==> config.mk <==
export PLATFORM = sky130hd
export DESIGN_NAME = framed_command_responder
export DESIGN_NICKNAME = d
export VERILOG_FILES = /design/src/fcr_pkg.sv /design/src/framed_command_responder.sv /design/src/fcr_front.sv /design/src/fcr_queue.sv /design/src/fcr_back.sv
export VERILOG_INCLUDE_DIRS = /design/src /design/src/src
export SDC_FILE = /design/constraint.sdc
export NUM_CORES = 1
export LEC_CHECK = 0
export ABC_AREA = 1
export BUFFER_PORTS_ARGS = -buffer_cell sky130_fd_sc_hd__buf_2
export CAP_MARGIN = 15
export CORE_AREA = 2 2 142 144
export CTS_BUF_LIST = sky130_fd_sc_hd__clkbuf_4 sky130_fd_sc_hd__clkbuf_8
export DETAILED_ROUTE_END_ITERATION = 10
export DIE_AREA = 0 0 144 146
export GPL_TIMING_DRIVEN = 1
export PLACE_DENSITY = 0.78
export SETUP_SLACK_MARGIN = 0.5
export SLEW_MARGIN = 25
export SYNTH_ARGS = -nofsm -noshare
export SYNTH_HDL_FRONTEND = slang
export SYNTH_SLANG_ARGS = --single-unit
==> constraint.sdc <==
create_clock -name i_clk -period 4.5 [get_ports i_clk]
set_input_delay 0.675 -clock i_clk [delete_from_list [all_inputs] [get_ports i_clk]]
set_output_delay 0.675 -clock i_clk [all_outputs]
set_load 0.02 [all_outputs]
==> src/framed_command_responder_defines.svh <==
// assertion helpers for the file that checks internal behaviour
`ifndef FRAMED_COMMAND_RESPONDER_DEFINES_SVH
`define FRAMED_COMMAND_RESPONDER_DEFINES_SVH

// same-cycle implication, ignored while reset is held
`define FCR_ASSERT_NOW(label, clk, rst_n, ante, cons) \
    label: assert property (@(posedge clk) disable iff (!rst_n) (ante) |-> (cons)) \
        else $error("same-cycle check failed");

// next-cycle implication, ignored while reset is held
`define FCR_ASSERT_NEXT(label, clk, rst_n, ante, cons) \
    label: assert property (@(posedge clk) disable iff (!rst_n) (ante) |=> (cons)) \
        else $error("next-cycle check failed");

`endif

==> src/fcr_pkg.sv <==
package fcr_pkg;

    // packet and reply framing
    localparam int PACKET_BYTES = 8;
    localparam int COUNT_W      = $clog2(PACKET_BYTES);
    localparam int QUEUE_DEPTH  = 2;
    localparam int QPTR_W       = $clog2(QUEUE_DEPTH);
    localparam int QCNT_W       = $clog2(QUEUE_DEPTH + 1);

    // marker and code bytes
    localparam logic [7:0] MK_BEGIN   = 8'hFF;
    localparam logic [7:0] MK_END     = 8'hAF;
    localparam logic [7:0] CMD_START  = 8'h65;
    localparam logic [7:0] CMD_STOP   = 8'h72;
    localparam logic [7:0] CODE_SYN   = 8'hEE;
    localparam logic [7:0] CODE_ACK   = 8'hAE;
    localparam logic [7:0] CODE_EMPTY = 8'h00;
    localparam logic [7:0] CODE_ERR   = 8'hDD;
    localparam logic [7:0] ERR_CMD    = 8'h69;
    localparam logic [7:0] ERR_ZONE   = 8'h6F;
    localparam logic [7:0] ERR_DUR    = 8'h70;

    // input operations
    localparam logic OP_BYTE    = 1'b0;
    localparam logic OP_TIMEOUT = 1'b1;

    // configuration register indexes
    localparam int CFG_IDX_W = 1;
    localparam logic [CFG_IDX_W-1:0] CFG_MAX_ZONE     = 1'b0;
    localparam logic [CFG_IDX_W-1:0] CFG_MAX_DURATION = 1'b1;

    localparam logic [7:0] MAX_ZONE_RST     = 8'd8;
    localparam logic [7:0] MAX_DURATION_RST = 8'd60;

    typedef struct packed {
        logic       operation;
        logic [7:0] rx_byte;
    } t_in_item;

    typedef struct packed {
        logic [7:0] tx_byte;
        logic       last_byte;
    } t_out_item;

    // one reply waiting to be serialised
    typedef struct packed {
        logic [7:0] id;
        logic [7:0] r1;
        logic [7:0] r2;
        logic [7:0] ck_lo;
        logic [7:0] ck_hi;
    } t_reply;

    // position within a reply frame
    typedef enum logic [2:0] {
        POS_BEGIN,
        POS_ID,
        POS_R1,
        POS_R2,
        POS_CK_LO,
        POS_CK_HI,
        POS_END
    } t_reply_pos;

    // queue status seen by both sides
    typedef struct packed {
        logic full;
        logic empty;
    } t_q_status;

    // one step of a modulo-255 running sum
    function automatic logic [7:0] mod255_add(input logic [7:0] a, input logic [7:0] b);
        logic [8:0] s;
        s = {1'b0, a} + {1'b0, b};
        if (s >= 9'd255) begin
            s = s - 9'd255;
        end
        return s[7:0];
    endfunction

endpackage

==> src/framed_command_responder.sv <==
// Framed command responder.
// Request channel: i_in_valid / o_in_stall with i_in_data (operation, rx_byte).
// One request per cycle unless stalled; a timeout clears a partial packet.
// Every eighth byte closes a packet, which is checked for markers and
// checksum and may change session state and queue one seven-byte reply.
// Reply channel: o_out_valid / i_out_stall with o_out_data; last_byte marks
// the end marker of each reply.
// A closing byte's reply goes to the reply queue, then byte by byte to the
// serialiser's output register, one a cycle while the receiver does not
// stall. Throughput is one request per cycle while o_in_stall is low, and
// one reply byte per cycle, set by the output register of the serialiser.
// A two-entry reply queue sits between classifier and serialiser; while it
// is full, o_in_stall is high. A stall on the reply channel holds the
// current byte and, once the queue fills, backs up into the request channel.
// Config writes (i_cfg_valid, always ready) set max_zone and max_duration.
// Reset clears the byte count, the session id and the connected flag and
// restores max_zone to 8 and max_duration to 60; no clearing pass is needed.
`include "framed_command_responder_defines.svh"

module framed_command_responder (
    input  logic                                i_clk,
    input  logic                                i_rst_n,
    input  logic                                i_in_valid,
    output logic                                o_in_stall,
    input  fcr_pkg::t_in_item                   i_in_data,
    output logic                                o_out_valid,
    input  logic                                i_out_stall,
    output fcr_pkg::t_out_item                  o_out_data,
    input  logic                                i_cfg_valid,
    output logic                                o_cfg_ready,
    input  logic [fcr_pkg::CFG_IDX_W-1:0]       i_cfg_index,
    input  logic [7:0]                          i_cfg_data
);
    import fcr_pkg::*;

    logic [7:0] r_zone_max, r_dur_max;
    t_q_status  w_q_status;
    t_reply     w_push_data, w_head;
    logic       w_push, w_pop;

    // configuration registers
    assign o_cfg_ready = 1'b1;

    always_ff @(posedge i_clk) begin
        if (!i_rst_n) begin
            r_zone_max <= MAX_ZONE_RST;
            r_dur_max  <= MAX_DURATION_RST;
        end else if (i_cfg_valid && o_cfg_ready) begin
            if (i_cfg_index == CFG_MAX_ZONE) begin
                r_zone_max <= i_cfg_data;
            end
            if (i_cfg_index == CFG_MAX_DURATION) begin
                r_dur_max <= i_cfg_data;
            end
        end
    end

    // classifier
    fcr_front u_front (
        .i_clk          (i_clk),
        .i_rst_n        (i_rst_n),
        .i_valid        (i_in_valid),
        .o_stall        (o_in_stall),
        .i_item         (i_in_data),
        .i_max_zone     (r_zone_max),
        .i_max_duration (r_dur_max),
        .i_q_status     (w_q_status),
        .o_push         (w_push),
        .o_reply        (w_push_data)
    );

    // reply queue
    fcr_queue u_queue (
        .i_clk    (i_clk),
        .i_rst_n  (i_rst_n),
        .i_push   (w_push),
        .i_data   (w_push_data),
        .i_pop    (w_pop),
        .o_head   (w_head),
        .o_status (w_q_status)
    );

    // frame serialiser
    fcr_back u_back (
        .i_clk      (i_clk),
        .i_rst_n    (i_rst_n),
        .i_head     (w_head),
        .i_q_status (w_q_status),
        .o_pop      (w_pop),
        .o_valid    (o_out_valid),
        .i_stall    (i_out_stall),
        .o_item     (o_out_data)
    );

    // checks
    `FCR_ASSERT_NOW(a_no_push_when_full, i_clk, i_rst_n, w_push, !w_q_status.full)
    `FCR_ASSERT_NOW(a_no_pop_when_empty, i_clk, i_rst_n, w_pop, !w_q_status.empty)
    `FCR_ASSERT_NOW(a_last_is_end_marker, i_clk, i_rst_n,
        o_out_valid && o_out_data.last_byte, o_out_data.tx_byte == MK_END)
    `FCR_ASSERT_NEXT(a_stalled_reply_held, i_clk, i_rst_n,
        o_out_valid && i_out_stall, o_out_valid && $stable(o_out_data))

endmodule

==> src/fcr_front.sv <==
module fcr_front (
    input  logic              i_clk,
    input  logic              i_rst_n,
    input  logic              i_valid,
    output logic              o_stall,
    input  fcr_pkg::t_in_item i_item,
    input  logic [7:0]        i_max_zone,
    input  logic [7:0]        i_max_duration,
    input  fcr_pkg::t_q_status i_q_status,
    output logic              o_push,
    output fcr_pkg::t_reply   o_reply
);
    import fcr_pkg::*;

    logic [COUNT_W-1:0] r_count, n_count;
    logic [7:0]         r_pkt [PACKET_BYTES-1];
    logic [7:0]         r_f1, r_f2, n_f1, n_f2;
    logic [7:0]         r_p1, r_p2, n_p1, n_p2;
    logic [7:0]         r_sid, n_sid;
    logic               r_conn, n_conn;
    logic               w_accept;
    logic               w_byte_in;
    logic               w_last;
    logic [7:0]         w_b;
    logic               w_frame_ok;
    logic               w_emit;
    logic [7:0]         w_r1, w_r2;

    // hold off new bytes while the reply queue is full
    assign o_stall   = i_q_status.full;
    assign w_accept  = i_valid && !o_stall;
    assign w_byte_in = w_accept && (i_item.operation == OP_BYTE);
    assign w_b       = i_item.rx_byte;
    assign w_last    = (r_count == COUNT_W'(PACKET_BYTES - 1));

    // running fletcher sums: whole packet, and bytes 1 to 4
    always_comb begin
        n_f1 = mod255_add((r_count == '0) ? 8'd0 : r_f1, w_b);
        n_f2 = mod255_add((r_count == '0) ? 8'd0 : r_f2, n_f1);
        n_p1 = mod255_add((r_count == COUNT_W'(1)) ? 8'd0 : r_p1, w_b);
        n_p2 = mod255_add((r_count == COUNT_W'(1)) ? 8'd0 : r_p2, n_p1);
    end

    // byte counter and packet capture
    always_comb begin
        n_count = r_count;
        if (w_accept) begin
            if (i_item.operation == OP_TIMEOUT || w_last) begin
                n_count = '0;
            end else begin
                n_count = r_count + COUNT_W'(1);
            end
        end
    end

    always_ff @(posedge i_clk) begin
        if (!i_rst_n) begin
            r_count <= '0;
        end else begin
            r_count <= n_count;
        end
    end

    always_ff @(posedge i_clk) begin
        if (w_byte_in) begin
            r_f1 <= n_f1;
            r_f2 <= n_f2;
            if (r_count >= COUNT_W'(1) && r_count <= COUNT_W'(4)) begin
                r_p1 <= n_p1;
                r_p2 <= n_p2;
            end
            if (!w_last) begin
                r_pkt[r_count] <= w_b;
            end
        end
    end

    // packet classification on the closing byte
    assign w_frame_ok = (r_pkt[0] == MK_BEGIN) && (w_b == MK_END)
                     && (r_p2 == r_pkt[5]) && (r_p1 == r_pkt[6]);

    always_comb begin
        n_sid  = r_sid;
        n_conn = r_conn;
        w_emit = 1'b0;
        w_r1   = CODE_ACK;
        w_r2   = CODE_EMPTY;
        if (w_byte_in && w_last && w_frame_ok) begin
            if (r_pkt[2] == CODE_SYN) begin
                n_sid  = r_pkt[1];
                n_conn = 1'b0;
                w_emit = 1'b1;
                w_r1   = CODE_SYN;
                w_r2   = CODE_ACK;
            end else if (r_pkt[2] == CODE_ACK && r_pkt[1] == r_sid && !r_conn) begin
                n_conn = 1'b1;
            end else if (r_conn && r_pkt[1] == r_sid) begin
                w_emit = 1'b1;
                if (r_pkt[2] == CMD_START) begin
                    if (r_pkt[3] == 8'd0 || r_pkt[3] > i_max_zone) begin
                        w_r1 = CODE_ERR;
                        w_r2 = ERR_ZONE;
                    end else if (r_pkt[4] == 8'd0 || r_pkt[4] > i_max_duration) begin
                        w_r1 = CODE_ERR;
                        w_r2 = ERR_DUR;
                    end
                end else if (r_pkt[2] != CMD_STOP) begin
                    w_r1 = CODE_ERR;
                    w_r2 = ERR_CMD;
                end
            end
        end
    end

    // session state
    always_ff @(posedge i_clk) begin
        if (!i_rst_n) begin
            r_sid  <= 8'd0;
            r_conn <= 1'b0;
        end else begin
            r_sid  <= n_sid;
            r_conn <= n_conn;
        end
    end

    // reply descriptor towards the queue
    assign o_push        = w_emit;
    assign o_reply.id    = n_sid;
    assign o_reply.r1    = w_r1;
    assign o_reply.r2    = w_r2;
    assign o_reply.ck_lo = n_f1;
    assign o_reply.ck_hi = n_f2;

endmodule

==> src/fcr_queue.sv <==
module fcr_queue (
    input  logic               i_clk,
    input  logic               i_rst_n,
    input  logic               i_push,
    input  fcr_pkg::t_reply    i_data,
    input  logic               i_pop,
    output fcr_pkg::t_reply    o_head,
    output fcr_pkg::t_q_status o_status
);
    import fcr_pkg::*;

    t_reply              r_mem [QUEUE_DEPTH];
    logic [QPTR_W-1:0]   r_wr, r_rd;
    logic [QCNT_W-1:0]   r_cnt, n_cnt;
    logic                w_push, w_pop;

    assign o_status.full  = (r_cnt == QCNT_W'(QUEUE_DEPTH));
    assign o_status.empty = (r_cnt == '0);
    assign w_push = i_push && !o_status.full;
    assign w_pop  = i_pop && !o_status.empty;
    assign o_head = r_mem[r_rd];

    // occupancy
    always_comb begin
        n_cnt = r_cnt;
        if (w_push && !w_pop) begin
            n_cnt = r_cnt + QCNT_W'(1);
        end else if (w_pop && !w_push) begin
            n_cnt = r_cnt - QCNT_W'(1);
        end
    end

    // pointers
    always_ff @(posedge i_clk) begin
        if (!i_rst_n) begin
            r_wr  <= '0;
            r_rd  <= '0;
            r_cnt <= '0;
        end else begin
            r_cnt <= n_cnt;
            if (w_push) begin
                r_wr <= (r_wr == QPTR_W'(QUEUE_DEPTH - 1)) ? '0 : r_wr + QPTR_W'(1);
            end
            if (w_pop) begin
                r_rd <= (r_rd == QPTR_W'(QUEUE_DEPTH - 1)) ? '0 : r_rd + QPTR_W'(1);
            end
        end
    end

    // storage
    always_ff @(posedge i_clk) begin
        if (w_push) begin
            r_mem[r_wr] <= i_data;
        end
    end

endmodule

==> src/fcr_back.sv <==
module fcr_back (
    input  logic               i_clk,
    input  logic               i_rst_n,
    input  fcr_pkg::t_reply    i_head,
    input  fcr_pkg::t_q_status i_q_status,
    output logic               o_pop,
    output logic               o_valid,
    input  logic               i_stall,
    output fcr_pkg::t_out_item o_item
);
    import fcr_pkg::*;

    t_reply_pos r_pos, n_pos;
    logic       r_valid, n_valid;
    t_out_item  r_item, n_item;
    logic       w_load;
    logic       w_step;

    // the output register takes a byte when empty or being drained
    assign w_load = !r_valid || !i_stall;
    assign w_step = w_load && !i_q_status.empty;

    // frame sequencer and byte select
    always_comb begin
        n_pos           = r_pos;
        n_valid         = r_valid;
        n_item          = r_item;
        o_pop           = 1'b0;
        if (w_load) begin
            n_valid = w_step;
        end
        n_item.last_byte = 1'b0;
        case (r_pos)
            POS_BEGIN: n_item.tx_byte = MK_BEGIN;
            POS_ID:    n_item.tx_byte = i_head.id;
            POS_R1:    n_item.tx_byte = i_head.r1;
            POS_R2:    n_item.tx_byte = i_head.r2;
            POS_CK_LO: n_item.tx_byte = i_head.ck_lo;
            POS_CK_HI: n_item.tx_byte = i_head.ck_hi;
            POS_END: begin
                n_item.tx_byte   = MK_END;
                n_item.last_byte = 1'b1;
            end
            default:   n_item.tx_byte = MK_END;
        endcase
        if (!w_step) begin
            n_item = r_item;
        end else if (r_pos == POS_END) begin
            n_pos = POS_BEGIN;
            o_pop = 1'b1;
        end else begin
            n_pos = t_reply_pos'(r_pos + 3'd1);
        end
    end

    always_ff @(posedge i_clk) begin
        if (!i_rst_n) begin
            r_pos   <= POS_BEGIN;
            r_valid <= 1'b0;
        end else begin
            r_pos   <= n_pos;
            r_valid <= n_valid;
        end
    end

    always_ff @(posedge i_clk) begin
        r_item <= n_item;
    end

    assign o_valid = r_valid;
    assign o_item  = r_item;

endmodule
==> flow_metrics.py <==
metrics = {
    "logic_synthesis": {
        "syn_inst": 1317,
        "synth_fp_nets": 1402,
        "syn_avg_cell_area_sq_um": 8.638,
        "synthArstFlopShare": 0,
        "synth.most_common_cell": "nand2_1",
        "synth.top_cell.area_share": 0.4250,
        "synth_common_cells": "nand2_1 (361), inv_1 (209), edfxtp_1 (161), nor2_1 (126), nand3_1 (60)",
        "ys_ff_latch": 198,
        "synth-edff-count": 161,
        "synth_cell_types": 58,
        "synth_area_sq_um": 11380,
        "ys.flop_type": "edfxtp_1",
        "yosysSeqAreaShare": 0.4901,
        "ys_warn_count": 0,
        "synth_area_leaders": "edfxtp_1 (42%), nand2_1 (12%), inv_1 (6.9%)",
        "yosysTopAreaCell": "edfxtp_1",
    },
    "floorplanning": {
        "die_y_um": 146,
        "die_area_sq_um": 21020,
        "io_pins": 35,
        "initial_core_util": 0.5884,
        "num_rows": 51,
        "core_sq_um": 19330,
        "fp.dieW_um": 144,
    },
    "sta": {
        "setup-violations-final": 13,
        "final.period_utilization": 1.019,
        "rsz0062_at_grt": "true",
        "relSlewSlack": 0.4335,
        "finClkSkew_ps": 15.25,
        "fin_tns_setup_ps": -727.0,
        "slew_viol_final": 0,
        "worst_pin_slew_ps": 846.6,
        "fin_ws_ps": -87.65,
        "fmax_mhz": 218.0,
        "hold_slack_ps": 426.7,
        "hold_viol": 0,
        "timing.final.crit_period_ps": 4588,
    },
    "power_and_ir_drop": {
        "power.share.clock": 0.255,
        "p_int_mw": 3.016,
        "p_switching_mw": 1.440,
        "powerDensity_nw_per_um2": 329.4,
        "p_sw_frac": 0.3232,
        "cellLeakagePower_nw": 6.080,
        "ir_drop_uv": 217.9,
        "comb_power_share": 0.281,
        "power_frac_seq": 0.464,
    },
    "routing": {
        "drc_errors": 0,
        "drtAntennaViolNets": 0,
        "first_pass_iters": 5,
        "drt-wirelength-per-cell_um": 15.52,
        "viasPerCell": 5.404,
        "detail_route.iter0.violations": 742,
        "wl_um": 26710,
        "vias": 9300,
    },
    "worst_setup_path": {
        "r2r_start": "u_front.r_count[0]",
        "r2r_slack_ps": -90,
        "crit_arrival_ps": 4800,
        "regToRegEndpoint": "u_queue.r_mem[1][3]",
        "slowest_stage": "fa_2",
        "max_stage_delay_ps": 620,
        "reg2reg_depth": 29,
        "worstPathRequired_ps": 4710,
        "crit_type": "flop to flop",
        "worstPathMaxFanout": 8,
        "endpoint_kind": "flop",
        "startpoint_type": "flop",
    },
    "cts": {
        "root_buffer": "clkbuf_8",
        "clkTransAtPathRegs_ps": 110,
        "clock_latency_ps": 470,
        "cts.htree.levels": 4,
        "cts_inserted_buffers": 17,
        "clock_path_buffers": 2,
        "cts_tree": "done",
        "cts_sinks": 198,
        "ctsHoldBuffers": 0,
    },
    "run_status": {
        "status": "finished with violations",
        "violations": "setup timing",
    },
    "min_path": {
        "hp-class": "primary input to flop",
        "min_path_cells": 3,
        "hp-start": "i_cfg_data[3]",
        "whs_endpoint": "r_dur_max[3]",
    },
    "finish": {
        "multi_input_area_sq_um": 5553,
        "seqCellArea_sq_um": 5578,
        "n_fill_cell": 1377,
        "drive_gt1_frac": 0.2287,
        "nets": 1528,
        "n_antenna_cell": 0,
        "finalInstanceArea_sq_um": 13530,
        "area_growth_syn_to_layout_pct": 18.93,
    },
    "place": {
        "placed_cell_area_sq_um": 12280,
        "place_hpwl_um": 18600,
        "portBuffers": 33,
        "gp_congestion": 0.9234,
    },
    "run": {
        "cap_violations": 0,
    },
    "grt": {
        "grt_usage": 0.2545,
        "antenna_found_initial": 0,
        "grt_max_degree": 33,
        "grt_overflow_total": 0,
        "grt_pass1_wl_um": 42120,
        "first_global_vias": 8765,
    },
}
-- routing by layer --
metal | wire length, um | part of all wire | vias to the layer above | track usage
met1 | 11210 | 0.42 | 4316 | 0.3369
li1 | - | - | 4582 | -
met2 | 13090 | 0.49 | 342 | 0.4219
met5 | 0 | 0 | - | 0
met3 | 1629 | 0.061 | 60 | 0.03883
met4 | 781 | 0.029 | 0 | 0.09755
-- power by group through the flow --
stage	clock [mW]	combinational, mW	sequential (mW)
after global placement	0	0.960	2.11
after CTS	1.15	1.08	2.07
after global routing	1.21	1.38	2.07
final	1.14	1.25	2.07
after floorplan	0	0.719	2.10
after detailed placement	0	0.988	2.11
-- metrics by stage --
step / std cells / setup WS, ps / total power, mW / util
4_1_cts: 1706 / 71.69 / 4.289 / 0.6743
5_1_grt: 1721 / -259.4 / 4.656 / 0.6997
3_3_place_gp: 1654 / 8.261 / 3.068 / 0.6349
2_1_floorplan: 1317 / 93.02 / 2.824 / -
6_report: 1721 / -87.65 / 4.456 / 0.6997
3_5_place_dp: 1654 / -127.2 / 3.097 / 0.6349
-- cell usage in the layout, fill, tap and decap left out, types with 6 or more instances in the layout --
master | Yosys | final
a21oi_1 | 50 | 42
o211ai_1 | 9 | 9
ha_1 | 58 | 35
inv_8 | 0 | 6
nor3_1 | 17 | 14
o21ai_0 | 32 | 32
a21oi_2 | 2 | 7
inv_1 | 209 | 198
edfxtp_1 | 161 | 161
nand2_1 | 361 | 325
a21o_1 | 7 | 7
dfxtp_1 | 37 | 35
nand2_2 | 15 | 45
nor2_2 | 7 | 11
nor2_4 | 5 | 15
nand4_1 | 28 | 28
ha_4 | 0 | 18
nand3_1 | 60 | 51
clkbuf_8 | 0 | 17
xor2_1 | 15 | 15
buf_2 | 7 | 33
nor2_1 | 126 | 112
nand2_4 | 6 | 12
nor4_1 | 6 | 6
inv_2 | 6 | 14
nand3_2 | 10 | 17
buf_4 | 1 | 84
a22oi_1 | 6 | 6
nand3b_1 | 9 | 9
-- worst max-delay path, delay by kind of cell (launching register included) --
kind	cells	cell delay [ps]
and+or+nand+nor	17	1590
buffers and inverters	5	340
adders and majority gates	7	2010
DFF	1	360
-- sequential cells by signal, summed over array words and instances (netlist names), named ones only --
signal           cells
r_dur_max            8
u_queue.r_wr         1
u_queue.r_mem       64
u_front.r_p2         8
u_back.o_valid       1
u_back.r_pos         3
u_back.o_item        9
u_queue.r_rd         1
u_front.r_sid        8
u_front.r_count      3
u_front.r_f1         8
r_zone_max           8
u_front.r_p1         8
u_front.r_pkt       56
u_queue.r_cnt        2
u_front.r_conn       1
u_front.r_f2         8
-- cell families after synthesis --
group / Yosys count / share of synthesized area
simple gates: 669 / 0.2705
buf+inv: 231 / 0.07732
flops: 198 / 0.4901
compound gates: 130 / 0.07017
fa+ha+maj: 62 / 0.07083
xor+xnor: 21 / 0.01617
mux: 5 / 0.004619
other cells: 1 / 0.0003296
-- worst max path at each step --
stage	from	to
2_1_floorplan	u_front.r_count[0]	u_front.r_f2[6]
5_1_grt	u_front.r_count[1]	u_front.r_f2[3]
4_1_cts	u_front.r_count[1]	u_front.r_p2[6]
6_report	u_front.r_count[0]	u_queue.r_mem[1][3]
3_5_place_dp	i_in_data[0]	u_queue.r_mem[0][1]
3_3_place_gp	i_in_data[0]	u_queue.r_mem[1][5]
-- final cells by class --
class	instances	area share
clock buffer	17	0.01729
clock inverter	15	0.01175
tap	265	0.02451
timing repair buffer	122	0.06326
multi-input combinational	888	0.4104
inverter	216	0.06048
sequential	198	0.4123
-- timing repair --
item | CTS | global route
endpoints found under the setup margin | 32 | 32
pin swaps | 52 | 60
gates resized for setup | 55 | 82
setup buffers | 20 | 15
Power figures use the tool's default switching activity.
